<file path="src/rtl/core/drs_pkg.sv">
`timescale 1ns / 1ps
// ----------------------------------------------------------------------------
// drs_pkg
// shared constants, command/status types and the divide-by-ten helpers
// ----------------------------------------------------------------------------
package drs_pkg;

  localparam int MAX_ITEMS_DEF  = 64;
  localparam int VALUE_BITS_DEF = 16;
  localparam int FIELD_BITS     = 16;
  localparam int RADIX          = 10;
  localparam int DIGIT_BITS     = 4;

  // reciprocal of ten, exact for every 16-bit operand
  localparam logic [16:0] DIV10_MUL   = 17'd52429;
  localparam int          DIV10_SHIFT = 19;

  typedef logic [DIGIT_BITS-1:0] digit_t;

  typedef enum logic [1:0] {
    PH_IDLE,
    PH_COUNT,
    PH_SCATTER,
    PH_OUT
  } phase_t;

  typedef struct packed {
    logic   load_en;
    logic   load_first;
    logic   rd_en;
    logic   rd_last;
    logic   clear_cnt;
    logic   prefix_en;
    digit_t prefix_idx;
    logic   flip;
    phase_t phase;
  } cmd_t;

  typedef struct packed {
    logic busy;
    logic lq_zero;
    logic out_room;
  } sts_t;

  function automatic logic [FIELD_BITS-1:0] div10(input logic [FIELD_BITS-1:0] q);
    logic [32:0] p;
    p = 33'(q) * 33'(DIV10_MUL);
    return FIELD_BITS'(p >> DIV10_SHIFT);
  endfunction

  function automatic digit_t mod10(input logic [FIELD_BITS-1:0] q,
                                   input logic [FIELD_BITS-1:0] q10);
    logic [FIELD_BITS-1:0] t;
    t = q - {q10[FIELD_BITS-4:0], 3'b000} - {q10[FIELD_BITS-2:0], 1'b0};
    return t[DIGIT_BITS-1:0];
  endfunction

endpackage

</file>
<file path="src/rtl/core/drs_ctrl.sv">
`timescale 1ns / 1ps
// ----------------------------------------------------------------------------
// drs_ctrl
// sequencer: load, digit count, prefix sum, scatter, flip and output sweeps
// ----------------------------------------------------------------------------
module drs_ctrl #(
  parameter int MAX_ITEMS = drs_pkg::MAX_ITEMS_DEF,
  localparam int AW = $clog2(MAX_ITEMS),
  localparam int CW = $clog2(MAX_ITEMS + 1)
) (
  input  logic           clk,
  input  logic           rst,
  input  logic           in_valid,
  input  logic           in_last,
  output logic           in_stall,
  input  drs_pkg::sts_t  sts,
  output drs_pkg::cmd_t  cmd,
  output logic [AW-1:0]  rd_addr,
  output logic [AW-1:0]  load_addr
);

  typedef enum logic [3:0] {
    S_LOAD,
    S_CHECK,
    S_COUNT,
    S_CNT_DRAIN,
    S_PREFIX,
    S_SCATTER,
    S_SCT_DRAIN,
    S_FLIP,
    S_OUTPUT,
    S_OUT_DRAIN
  } state_t;

  state_t          state;
  logic [CW-1:0]   count;
  logic [AW-1:0]   idx;
  drs_pkg::digit_t pidx;

  logic            in_accept;
  logic            closing;
  logic [CW-1:0]   count_m1;
  logic [AW-1:0]   last_idx;

  assign in_stall  = (state != S_LOAD);
  assign in_accept = in_valid && (state == S_LOAD);
  assign closing   = in_last || (count == CW'(MAX_ITEMS - 1));
  assign count_m1  = count - CW'(1);
  assign last_idx  = count_m1[AW-1:0];
  assign rd_addr   = idx;
  assign load_addr = count[AW-1:0];

  always_ff @(posedge clk) begin
    if (rst) begin
      state <= S_LOAD;
      count <= '0;
      idx   <= '0;
      pidx  <= '0;
    end else begin
      case (state)
        S_LOAD: begin
          if (in_accept) begin
            count <= count + CW'(1);
            if (closing) state <= S_CHECK;
          end
        end
        S_CHECK: begin
          idx <= '0;
          if (sts.lq_zero) state <= S_OUTPUT;
          else state <= S_COUNT;
        end
        S_COUNT: begin
          idx <= idx + AW'(1);
          if (idx == last_idx) state <= S_CNT_DRAIN;
        end
        S_CNT_DRAIN: begin
          if (!sts.busy) begin
            pidx  <= '0;
            state <= S_PREFIX;
          end
        end
        S_PREFIX: begin
          pidx <= pidx + drs_pkg::digit_t'(1);
          if (pidx == drs_pkg::digit_t'(drs_pkg::RADIX - 1)) begin
            idx   <= last_idx;
            state <= S_SCATTER;
          end
        end
        S_SCATTER: begin
          idx <= idx - AW'(1);
          if (idx == '0) state <= S_SCT_DRAIN;
        end
        S_SCT_DRAIN: begin
          if (!sts.busy) state <= S_FLIP;
        end
        S_FLIP: begin
          state <= S_CHECK;
        end
        S_OUTPUT: begin
          if (sts.out_room) begin
            idx <= idx + AW'(1);
            if (idx == last_idx) state <= S_OUT_DRAIN;
          end
        end
        S_OUT_DRAIN: begin
          if (!sts.busy) begin
            count <= '0;
            state <= S_LOAD;
          end
        end
        default: begin
          state <= S_LOAD;
        end
      endcase
    end
  end

  always_comb begin
    cmd = '0;
    cmd.phase = drs_pkg::PH_IDLE;
    cmd.prefix_idx = pidx;
    case (state)
      S_LOAD: begin
        cmd.load_en    = in_accept;
        cmd.load_first = (count == '0);
      end
      S_CHECK: begin
        cmd.clear_cnt = !sts.lq_zero;
      end
      S_COUNT: begin
        cmd.rd_en = 1'b1;
        cmd.phase = drs_pkg::PH_COUNT;
      end
      S_CNT_DRAIN: begin
        cmd.phase = drs_pkg::PH_COUNT;
      end
      S_PREFIX: begin
        cmd.prefix_en = 1'b1;
      end
      S_SCATTER: begin
        cmd.rd_en = 1'b1;
        cmd.phase = drs_pkg::PH_SCATTER;
      end
      S_SCT_DRAIN: begin
        cmd.phase = drs_pkg::PH_SCATTER;
      end
      S_FLIP: begin
        cmd.flip = 1'b1;
      end
      S_OUTPUT: begin
        cmd.rd_en   = sts.out_room;
        cmd.rd_last = (idx == last_idx);
        cmd.phase   = drs_pkg::PH_OUT;
      end
      S_OUT_DRAIN: begin
        cmd.phase = drs_pkg::PH_OUT;
      end
      default: begin
        cmd = '0;
      end
    endcase
  end

endmodule

</file>
<file path="src/rtl/core/drs_datapath.sv">
`timescale 1ns / 1ps
// ----------------------------------------------------------------------------
// drs_datapath
// ping-pong element stores, digit pipeline, bucket counters, output queue
// ----------------------------------------------------------------------------
module drs_datapath #(
  parameter int MAX_ITEMS  = drs_pkg::MAX_ITEMS_DEF,
  parameter int VALUE_BITS = drs_pkg::VALUE_BITS_DEF,
  localparam int AW = $clog2(MAX_ITEMS),
  localparam int CW = $clog2(MAX_ITEMS + 1),
  localparam int SB = (VALUE_BITS < drs_pkg::FIELD_BITS) ? VALUE_BITS : drs_pkg::FIELD_BITS,
  localparam int EW = 2 * SB
) (
  input  logic                           clk,
  input  logic                           rst,
  input  drs_pkg::cmd_t                  cmd,
  output drs_pkg::sts_t                  sts,
  input  logic [AW-1:0]                  rd_addr,
  input  logic [AW-1:0]                  load_addr,
  input  logic [drs_pkg::FIELD_BITS-1:0] in_value,
  output logic                           out_valid,
  input  logic                           out_stall,
  output logic [drs_pkg::FIELD_BITS-1:0] sorted_value,
  output logic                           last_res
);

  // each entry holds {value, value / weight}
  logic [EW-1:0] mem_a [MAX_ITEMS];
  logic [EW-1:0] mem_b [MAX_ITEMS];
  logic [EW-1:0] rd_a, rd_b;
  logic          sel;

  logic                  s1_valid, s1_last;
  drs_pkg::phase_t       s1_phase;
  logic [EW-1:0]         s1_data;
  logic [drs_pkg::FIELD_BITS-1:0] s1_q, s1_q10;
  drs_pkg::digit_t       s1_digit;

  logic                  s2_valid;
  drs_pkg::phase_t       s2_phase;
  drs_pkg::digit_t       s2_digit;
  logic [SB-1:0]         s2_value, s2_q10;

  logic [CW-1:0]         cnt [drs_pkg::RADIX];
  logic [CW-1:0]         acc;
  logic [CW-1:0]         pos_full;
  logic [AW-1:0]         s2_pos;
  logic                  sct_we;

  logic [SB-1:0]         largest;
  logic [SB-1:0]         load_val;

  logic                  we_a, we_b;
  logic [AW-1:0]         wr_addr;
  logic [EW-1:0]         wr_data;

  logic [SB-1:0]         q_val  [2];
  logic                  q_last [2];
  logic                  wr_ptr, rd_ptr;
  logic [1:0]            occ, level;
  logic                  push, pop;

  assign load_val = in_value[SB-1:0];

  // store write port: load into the live store, scatter into the other one
  assign pos_full = cnt[s2_digit] - CW'(1);
  assign s2_pos   = pos_full[AW-1:0];
  assign sct_we   = s2_valid && (s2_phase == drs_pkg::PH_SCATTER);
  assign we_a     = (cmd.load_en && !sel) || (sct_we && sel);
  assign we_b     = (cmd.load_en && sel) || (sct_we && !sel);
  assign wr_addr  = cmd.load_en ? load_addr : s2_pos;
  assign wr_data  = cmd.load_en ? {load_val, load_val} : {s2_value, s2_q10};

  always_ff @(posedge clk) begin
    if (we_a) mem_a[wr_addr] <= wr_data;
    rd_a <= mem_a[rd_addr];
  end

  always_ff @(posedge clk) begin
    if (we_b) mem_b[wr_addr] <= wr_data;
    rd_b <= mem_b[rd_addr];
  end

  // digit of the stored quotient and the quotient for the next weight
  assign s1_data  = sel ? rd_b : rd_a;
  assign s1_q     = drs_pkg::FIELD_BITS'(s1_data[SB-1:0]);
  assign s1_q10   = drs_pkg::div10(s1_q);
  assign s1_digit = drs_pkg::mod10(s1_q, s1_q10);

  always_ff @(posedge clk) begin
    if (rst) begin
      s1_valid <= 1'b0;
      s2_valid <= 1'b0;
    end else begin
      s1_valid <= cmd.rd_en;
      s2_valid <= s1_valid;
    end
    s1_last  <= cmd.rd_last;
    s1_phase <= cmd.phase;
    s2_phase <= s1_phase;
    s2_digit <= s1_digit;
    s2_value <= s1_data[EW-1:SB];
    s2_q10   <= s1_q10[SB-1:0];
  end

  always_ff @(posedge clk) begin
    if (rst || cmd.clear_cnt) begin
      for (int k = 0; k < drs_pkg::RADIX; k++) cnt[k] <= '0;
      acc <= '0;
    end else if (cmd.prefix_en) begin
      cnt[cmd.prefix_idx] <= acc + cnt[cmd.prefix_idx];
      acc                 <= acc + cnt[cmd.prefix_idx];
    end else if (s2_valid && (s2_phase == drs_pkg::PH_COUNT)) begin
      cnt[s2_digit] <= cnt[s2_digit] + CW'(1);
    end else if (sct_we) begin
      cnt[s2_digit] <= pos_full;
    end
  end

  always_ff @(posedge clk) begin
    if (rst) begin
      sel     <= 1'b0;
      largest <= '0;
    end else begin
      if (cmd.load_en && (cmd.load_first || (load_val > largest))) largest <= load_val;
      if (cmd.flip) begin
        sel     <= ~sel;
        largest <= SB'(drs_pkg::div10(drs_pkg::FIELD_BITS'(largest)));
      end
    end
  end

  // two-entry output queue
  assign push      = s1_valid && (s1_phase == drs_pkg::PH_OUT);
  assign out_valid = (occ != 2'd0);
  assign pop       = out_valid && !out_stall;
  assign level     = occ + {1'b0, push};

  always_ff @(posedge clk) begin
    if (rst) begin
      occ    <= '0;
      wr_ptr <= 1'b0;
      rd_ptr <= 1'b0;
    end else begin
      occ <= occ + {1'b0, push} - {1'b0, pop};
      if (push) wr_ptr <= ~wr_ptr;
      if (pop) rd_ptr <= ~rd_ptr;
    end
    if (push) begin
      q_val[wr_ptr]  <= s1_data[EW-1:SB];
      q_last[wr_ptr] <= s1_last;
    end
  end

  assign sorted_value = drs_pkg::FIELD_BITS'(q_val[rd_ptr]);
  assign last_res     = q_last[rd_ptr];

  assign sts.busy     = s1_valid || s2_valid;
  assign sts.lq_zero  = (largest == '0);
  assign sts.out_room = (level < 2'd2) || ((level == 2'd2) && pop);

endmodule

</file>
<file path="src/rtl/core/decimal_radix_sorter_core.sv">
`timescale 1ns / 1ps
// load: one beat per cycle; the set closes on last or when MAX_ITEMS are held
// sort: one pass per decimal digit of the largest value, then a last test
//   (pass: test, count sweep, 10 prefix steps, scatter sweep, two drains, flip)
// output: after the sort, one beat per cycle unstalled
// input stalls after the closing beat until the last read has left the pipeline
// reset (rst, synchronous) clears control state; the element stores need none
// ----------------------------------------------------------------------------
// decimal_radix_sorter_core
// base-ten lsd radix sorter with ping-pong element stores
// ----------------------------------------------------------------------------
module decimal_radix_sorter_core #(
  parameter int MAX_ITEMS  = drs_pkg::MAX_ITEMS_DEF,
  parameter int VALUE_BITS = drs_pkg::VALUE_BITS_DEF
) (
  input  logic                           clk,
  input  logic                           rst,
  // input channel
  input  logic                           in_valid,
  output logic                           in_stall,
  input  logic [drs_pkg::FIELD_BITS-1:0] value,
  input  logic                           last,
  // result channel
  output logic                           out_valid,
  input  logic                           out_stall,
  output logic [drs_pkg::FIELD_BITS-1:0] sorted_value,
  output logic                           last_res
);

  localparam int AW = $clog2(MAX_ITEMS);

  drs_pkg::cmd_t cmd;
  drs_pkg::sts_t sts;
  logic [AW-1:0] rd_addr;
  logic [AW-1:0] load_addr;

  // sequencer: element count, sweep index and pass ordering
  drs_ctrl #(
    .MAX_ITEMS(MAX_ITEMS)
  ) u_ctrl (
    .clk      (clk),
    .rst      (rst),
    .in_valid (in_valid),
    .in_last  (last),
    .in_stall (in_stall),
    .sts      (sts),
    .cmd      (cmd),
    .rd_addr  (rd_addr),
    .load_addr(load_addr)
  );

  // stores, digit pipeline, bucket counters and the output queue; the queue
  // parts the result beat from the sweep so the store can be reloaded while
  // the final beats still wait
  drs_datapath #(
    .MAX_ITEMS (MAX_ITEMS),
    .VALUE_BITS(VALUE_BITS)
  ) u_dp (
    .clk         (clk),
    .rst         (rst),
    .cmd         (cmd),
    .sts         (sts),
    .rd_addr     (rd_addr),
    .load_addr   (load_addr),
    .in_value    (value),
    .out_valid   (out_valid),
    .out_stall   (out_stall),
    .sorted_value(sorted_value),
    .last_res    (last_res)
  );

endmodule

</file>
<file path="config.mk">
export PLATFORM = sky130hd
export DESIGN_NAME = decimal_radix_sorter_core
export DESIGN_NICKNAME = d
export VERILOG_FILES = /design/src/rtl/core/drs_pkg.sv /design/src/rtl/core/drs_ctrl.sv /design/src/rtl/core/drs_datapath.sv /design/src/rtl/core/decimal_radix_sorter_core.sv
export SDC_FILE = /design/constraint.sdc
export NUM_CORES = 2
export LEC_CHECK = 0
export BUFFER_PORTS_ARGS = -buffer_cell sky130_fd_sc_hd__buf_2
export CAP_MARGIN = 40
export CORE_MARGIN = 2
export CORE_UTILIZATION = 52
export DETAILED_ROUTE_END_ITERATION = 10
export PLACE_DENSITY = 0.67
export SLEW_MARGIN = 5
export SYNTH_ARGS = -nofsm -noshare
export SYNTH_HDL_FRONTEND = slang
export SYNTH_HIERARCHICAL = 1
export SYNTH_MEMORY_MAX_BITS = 65536
export SYNTH_SLANG_ARGS = --single-unit
</file>
<file path="constraint.sdc">
create_clock -name clk -period 22.9 [get_ports clk]
set_clock_uncertainty 0.15 [all_clocks]
set_input_delay 4.58 -clock clk [delete_from_list [all_inputs] [get_ports clk]]
set_output_delay 4.58 -clock clk [all_outputs]
set_load 0.05 [all_outputs]
</file>
# After elaboration in Yosys (flattened, before gate mapping)
# Memories as Yosys holds them, arrays and structs flattened. A register that Yosys moved wholly into a read port is not among the register bits.
# Index checks and enable logic that the tools add are counted.
# Widths: inputs -> output; s select.
[word_totals]
regBits = 89
ramBits = 4200
out_inout_bits = 19
elab_cells = 175
n_memories = 5
[classes]
n_addsub = 12
mul = 2
order_cmp = 2
n_eq_ne = 26
n_mux = 62
bitwise = 4
reduce_logical = 43
[memory_table]
columns = ["memory", "words", "word_bits", "rd", "rd_ports_with_merged_regs", "wr", "line_no", "source"]
rows = [
  ["u_dp.mem_a", 64, 32, 1, 1, 1, "drs_datapath.sv:28", "logic [EW-1:0] mem_a [MAX_ITEMS];"],
  ["u_dp.mem_b", 64, 32, 1, 1, 1, "drs_datapath.sv:29", "logic [EW-1:0] mem_b [MAX_ITEMS];"],
  ["u_dp.cnt", 10, 7, 2, 1, 10, "drs_datapath.sv:44", "logic [CW-1:0] cnt [drs_pkg::RADIX];"],
  ["u_dp.q_val", 2, 16, 1, 1, 1, "drs_datapath.sv:57", "logic [SB-1:0] q_val [2];"],
  ["u_dp.q_last", 2, 1, 1, 1, 1, "drs_datapath.sv:58", "logic q_last [2];"],
]
[ops]
columns = ["op", "count"]
rows = [
  ["$mul 16x16->32 const B", 2],
  ["$mux 32", 2],
  ["$mux 4", 14],
  ["$pmux 4 s10", 1],
  ["$mux 7", 5],
  ["$pmux 6 s5", 1],
  ["$mux 1", 29],
  ["$mux 13", 2],
  ["$mux 6", 3],
  ["$eq 4x3->1 const B", 4],
  ["$gt 16x16->1", 1],
  ["$logic_not 16->1", 1],
  ["$add 7x1->7 const B", 2],
  ["$pmux 7 s2", 1],
  ["$reduce_or 7->1", 2],
  ["$eq 4x4->1 const B", 3],
  ["$ne 2x1->1 const B", 6],
  ["$sub 6x1->6 const B", 2],
  ["$logic_and 1x1->1", 11],
  ["$reduce_and 10->1", 1],
  ["$reduce_or 10->1", 1],
  ["$reduce_or 2->1", 5],
  ["$eq 4x2->1 const B", 2],
  ["$ne 2x2->1 const B", 4],
  ["29 further kinds", 46],
]

# Logic depth before layout (Yosys ltp)
[logic_depth]
depth_word = 10
mapped_depth = 30

# Modules after synthesis
# The synthesis kept the hierarchy.
[modules_own_cells]
columns = ["module", "n_inst", "cells_per_inst", "area_per_inst_um2"]
rows = [
  ["drs_datapath", 1, 7719, 175628.4],
  ["drs_ctrl", 1, 234, 1795.5],
]

# Worst setup path after synthesis
# No wires, ideal clock.
[synth_path]
kind = "input to register"
startpoint = "input port in_valid"
endpoint = "memory u_dp/mem_a[0][0] in the netlist's numbering (data pin)"
setup_ps = 1197
arrival_time_ps = 10613
required_ps = 21553
setup_slack_ps = 10940
path_stages = 6
n_path_buf = 4
cell_sequence = "and2_1 -> clkbuf_1 -> buf_1 -> clkbuf_1 -> clkbuf_1 -> o21ai_0"
[synth_between]
elab_chain_len = 3
[synth_rtl]
columns = ["element", "line_no", "source"]
rows = [
  ["from (decl)", "decimal_radix_sorter_core.sv:19", "input logic in_valid,"],
  ["$logic_and 1x1->1", "drs_ctrl.sv:46", "assign in_accept = in_valid && (state == S_LOAD);"],
  ["$mux 2", "drs_ctrl.sv:122", "case (state)"],
  ["$mux 32", "drs_datapath.sv:72", "assign wr_data = cmd.load_en ? {load_val, load_val} : {s2_value, s2_q10};"],
  ["net u_dp.wr_data[0]", "drs_datapath.sv:55", "logic [EW-1:0] wr_data;"],
  ["to (decl)", "drs_datapath.sv:28", ""],
]
# The timed path passes the listed nets, and every way through them passes these cells.

==> metrics <==
initial core utilization=52.2%; crit-path cells=buf_2, and2_4, buf_4, buf_4, nand2_1, o21ai_4, buf_4, buf_4; Critical Path Slowest Stage Cell=buf_4; met3 Use GR=under 10%; most crowded layer after global routing=met2; total wire length=443,000 um; number of synthesized flops with an enable pin=4,226; Clock Latency Late Sink=0.97 ns; Final HPWL DP=269,000 um; global-route wire length before repair=between 600,000 and 700,000 um; grt ovf=0; unrepaired setup endpoints after global routing=no; # IOs=40; Port Buffers=39; Die Wd=about 590 um; Req. time, crit path=between 20 and 25 ns; maximum VDD drop=0.695 mV; startpoint types=input port; met2 usage=40.0%; CTS Buf Count=421; yosys warns=6; crit path DAT=8.26 ns; final hold violations=0; layout cells sized above 1=~30%; cell taking the most area after synthesis=edfxtp_1; remaining routing DRC violations=0; Clock Tree Buf Depth=4; DRT iter0 DRCs=roughly 11,000; commonest non-fill, non-tap cells in the layout=edfxtp_1 (4,226), mux4_2 (1,403), clkbuf_16 (423), inv_1 (355), ha_1 (303); synthesized flop and latch total=4,379; Area Overhead vs Synth=12.5%; fin. max-slew vios=0; antenna viol nets, final=0; setup_tns=0 ns; Final nets=between 8,000 and 9,000; syn_nets=8,439; DIE AREA=346,000 um^2; worst min-delay path category=flop to flop; Core Area=about 340,000 um^2; site row count=214; Die Height=588 um; Post-synth ARST share=0%; number of global-route vias before repair=85,100; post-cts sizing count=0; max cap viols=0; Initial DRT Pass Iterations=5; GP Congestion=0.876; met1 usage=37.5%; H-Tree Depth=5; Routed wire per std cell=33.5 um; actual slew at the worst max-slew pin=1.10 ns; post-route minimum period=7.78 ns; Area contributors post-synth=edfxtp_1 (72%), mux4_2 (18%), ha_1 (2.1%); synthesized area=177,000 um^2; commonest non-fill, non-tap cell in the layout=edfxtp_1; Syn Inst Count=~8,000; worst relative slew slack=26.6%; Crit. End Element=flop; leakage power=62.9 nW; setup violators final=0; final hold slack=0.202 ns; Distinct cells, synth=90; clk root buf=clkbuf_16; outcome=completed; fin crit share=around 34%; Sink Count=~4,400; CTS Hold Buffers Added=0; f_max=0.129 GHz; All-Layer GR Usage=25.7%; CP most frequent cell=buf_4; Synth top area share=71.5%; clock-pin slew on the worst setup and hold paths=0.06 ns; slowest cell delay on critical path=0.72 ns; initial antenna violation count=38; TritonCTS clock tree=built; Crit Path Class=input port to flop; Seq/Total Area, Yosys=73.3%; Synth Area per Inst=22.3 um^2; largest net degree at the start of global routing=131; P per Cell Area=152 nW/um^2; Most used DFF post-synth=edfxtp_1; largest fanout on the critical path=65; setup bufs post-CTS=0; via count=84,400; Via-to-Cell Ratio=approximately 6.4
state kept, by name (all words and copies together), names as in the netlist, 2 cells and up, named ones only:
signal          cells
u_dp/mem_a       2048
u_dp/mem_b       2048
u_dp/cnt           96
u_dp/q_val         32
u_dp/rd_a          32
u_dp/rd_b          32
u_dp/largest       16
u_dp/s2_value      16
u_dp/s2_q10        13
u_ctrl/count        7
u_ctrl/rd_addr      6
u_dp/acc            6
u_ctrl/pidx         4
u_ctrl/state        4
u_dp/s2_digit       4
u_dp/occ            2
u_dp/q_last         2
u_dp/s1_phase       2
u_dp/s2_phase       2
through the flow:
stage,instance area (um^2),setup slack (ns),power [mW],utilization [%],cells
2_1_floorplan,177000,10.94,19.7,-,7953
3_3_place_gp,185000,14.23,23.4,54.4,12400
3_5_place_dp,186000,14.16,23.8,54.8,12400
4_1_cts,199000,15.17,30.5,58.7,13200
5_1_grt,200000,14.85,32.1,58.7,13200
6_report,200000,15.12,30.4,58.8,13200
cells by family (layout without fill, tap and decap cells):
| group | after synthesis | count (layout) | share of synthesized area (%) |
|---|---|---|---|
| XOR/XNOR | 72 | 72 | 0.379 |
| other | 0 | 25 | 0 |
| buffers and inverters | 738 | 1461 | 1.62 |
| multiplexers | 1479 | 1479 | 18.3 |
| AND/OR/NAND/NOR | 575 | 575 | 1.57 |
| flip-flops | 4379 | 4379 | 73.3 |
| AO/OA/AOI/OAI | 245 | 245 | 0.935 |
| adder cells (fa/ha/maj) | 465 | 465 | 3.96 |
area by class of cell:
cell class / instances / area [um^2]
fill: 23500 / 140000
sequential: 4379 / 130000
multi-input combinational: 2836 / 45800
clock buffer: 527 / 11100
tap: 4536 / 5680
timing repair buffer: 333 / 3660
clock inverter: 245 / 2050
inverter: 356 / 1340
antenna: 25 / 62.6
routing by layer:
layer,wire (um),up-vias,part of all wire [%]
li1,-,33800,-
met1,174000,45600,39
met2,210000,4311,47
met3,45700,629,10
met4,12900,16,2.9
met5,106,-,0.024
Yosys cell counts, types with 7 or more instances:
master	instances
xor2_1	30
o21ai_1	8
clkbuf_1	273
xnor2_1	39
nand2_1	129
buf_2	21
or2_2	7
mux2i_1	21
buf_1	74
nor2b_1	18
nor3_1	26
inv_1	355
edfxtp_1	4226
buf_4	8
nor2_1	242
fa_1	162
o21a_1	12
nand2b_1	12
mux4_2	1403
a211oi_1	16
nand3_1	17
ha_1	303
nand2_4	12
nor2_2	40
nand4_1	14
and2_1	13
a21oi_1	45
mux2_2	54
o21ai_0	58
o31ai_1	7
a21o_1	28
dfxtp_1	153
worst max-delay path, delay by kind of cell:
kind / cells / cell delay, ns
AOI/OAI and AO/OA: 1 / 0.11
buffers and inverters: 5 / 2.66
and+or+nand+nor: 2 / 0.68
final timing paths:
kind	from	to	slack, ns	cells past startpoint
worst max-delay path	in_valid	u_dp/mem_a[40][25]$_DFFE_PP_	15.12	8
worst min-delay path	u_dp/s1_phase[0]$_DFF_P_	u_dp/s2_phase[0]$_DFF_P_	0.20	0
worst max register to register	u_dp/sel$_SDFFE_PP0P_	u_dp/s2_digit[3]$_DFF_P_	15.18	26
worst min register to register	u_dp/s1_phase[0]$_DFF_P_	u_dp/s2_phase[0]$_DFF_P_	0.20	0
power breakdown:
group	leakage [nW]	total (mW)	internal, mW	switching, mW
Combinational	16.9	13.0	4.76	8.25
Clock	6.43	6.67	3.72	2.95
Sequential	39.6	10.7	10.6	0.185
Total	62.9	30.4	19.0	11.4
(Power assumes the default switching activity.)
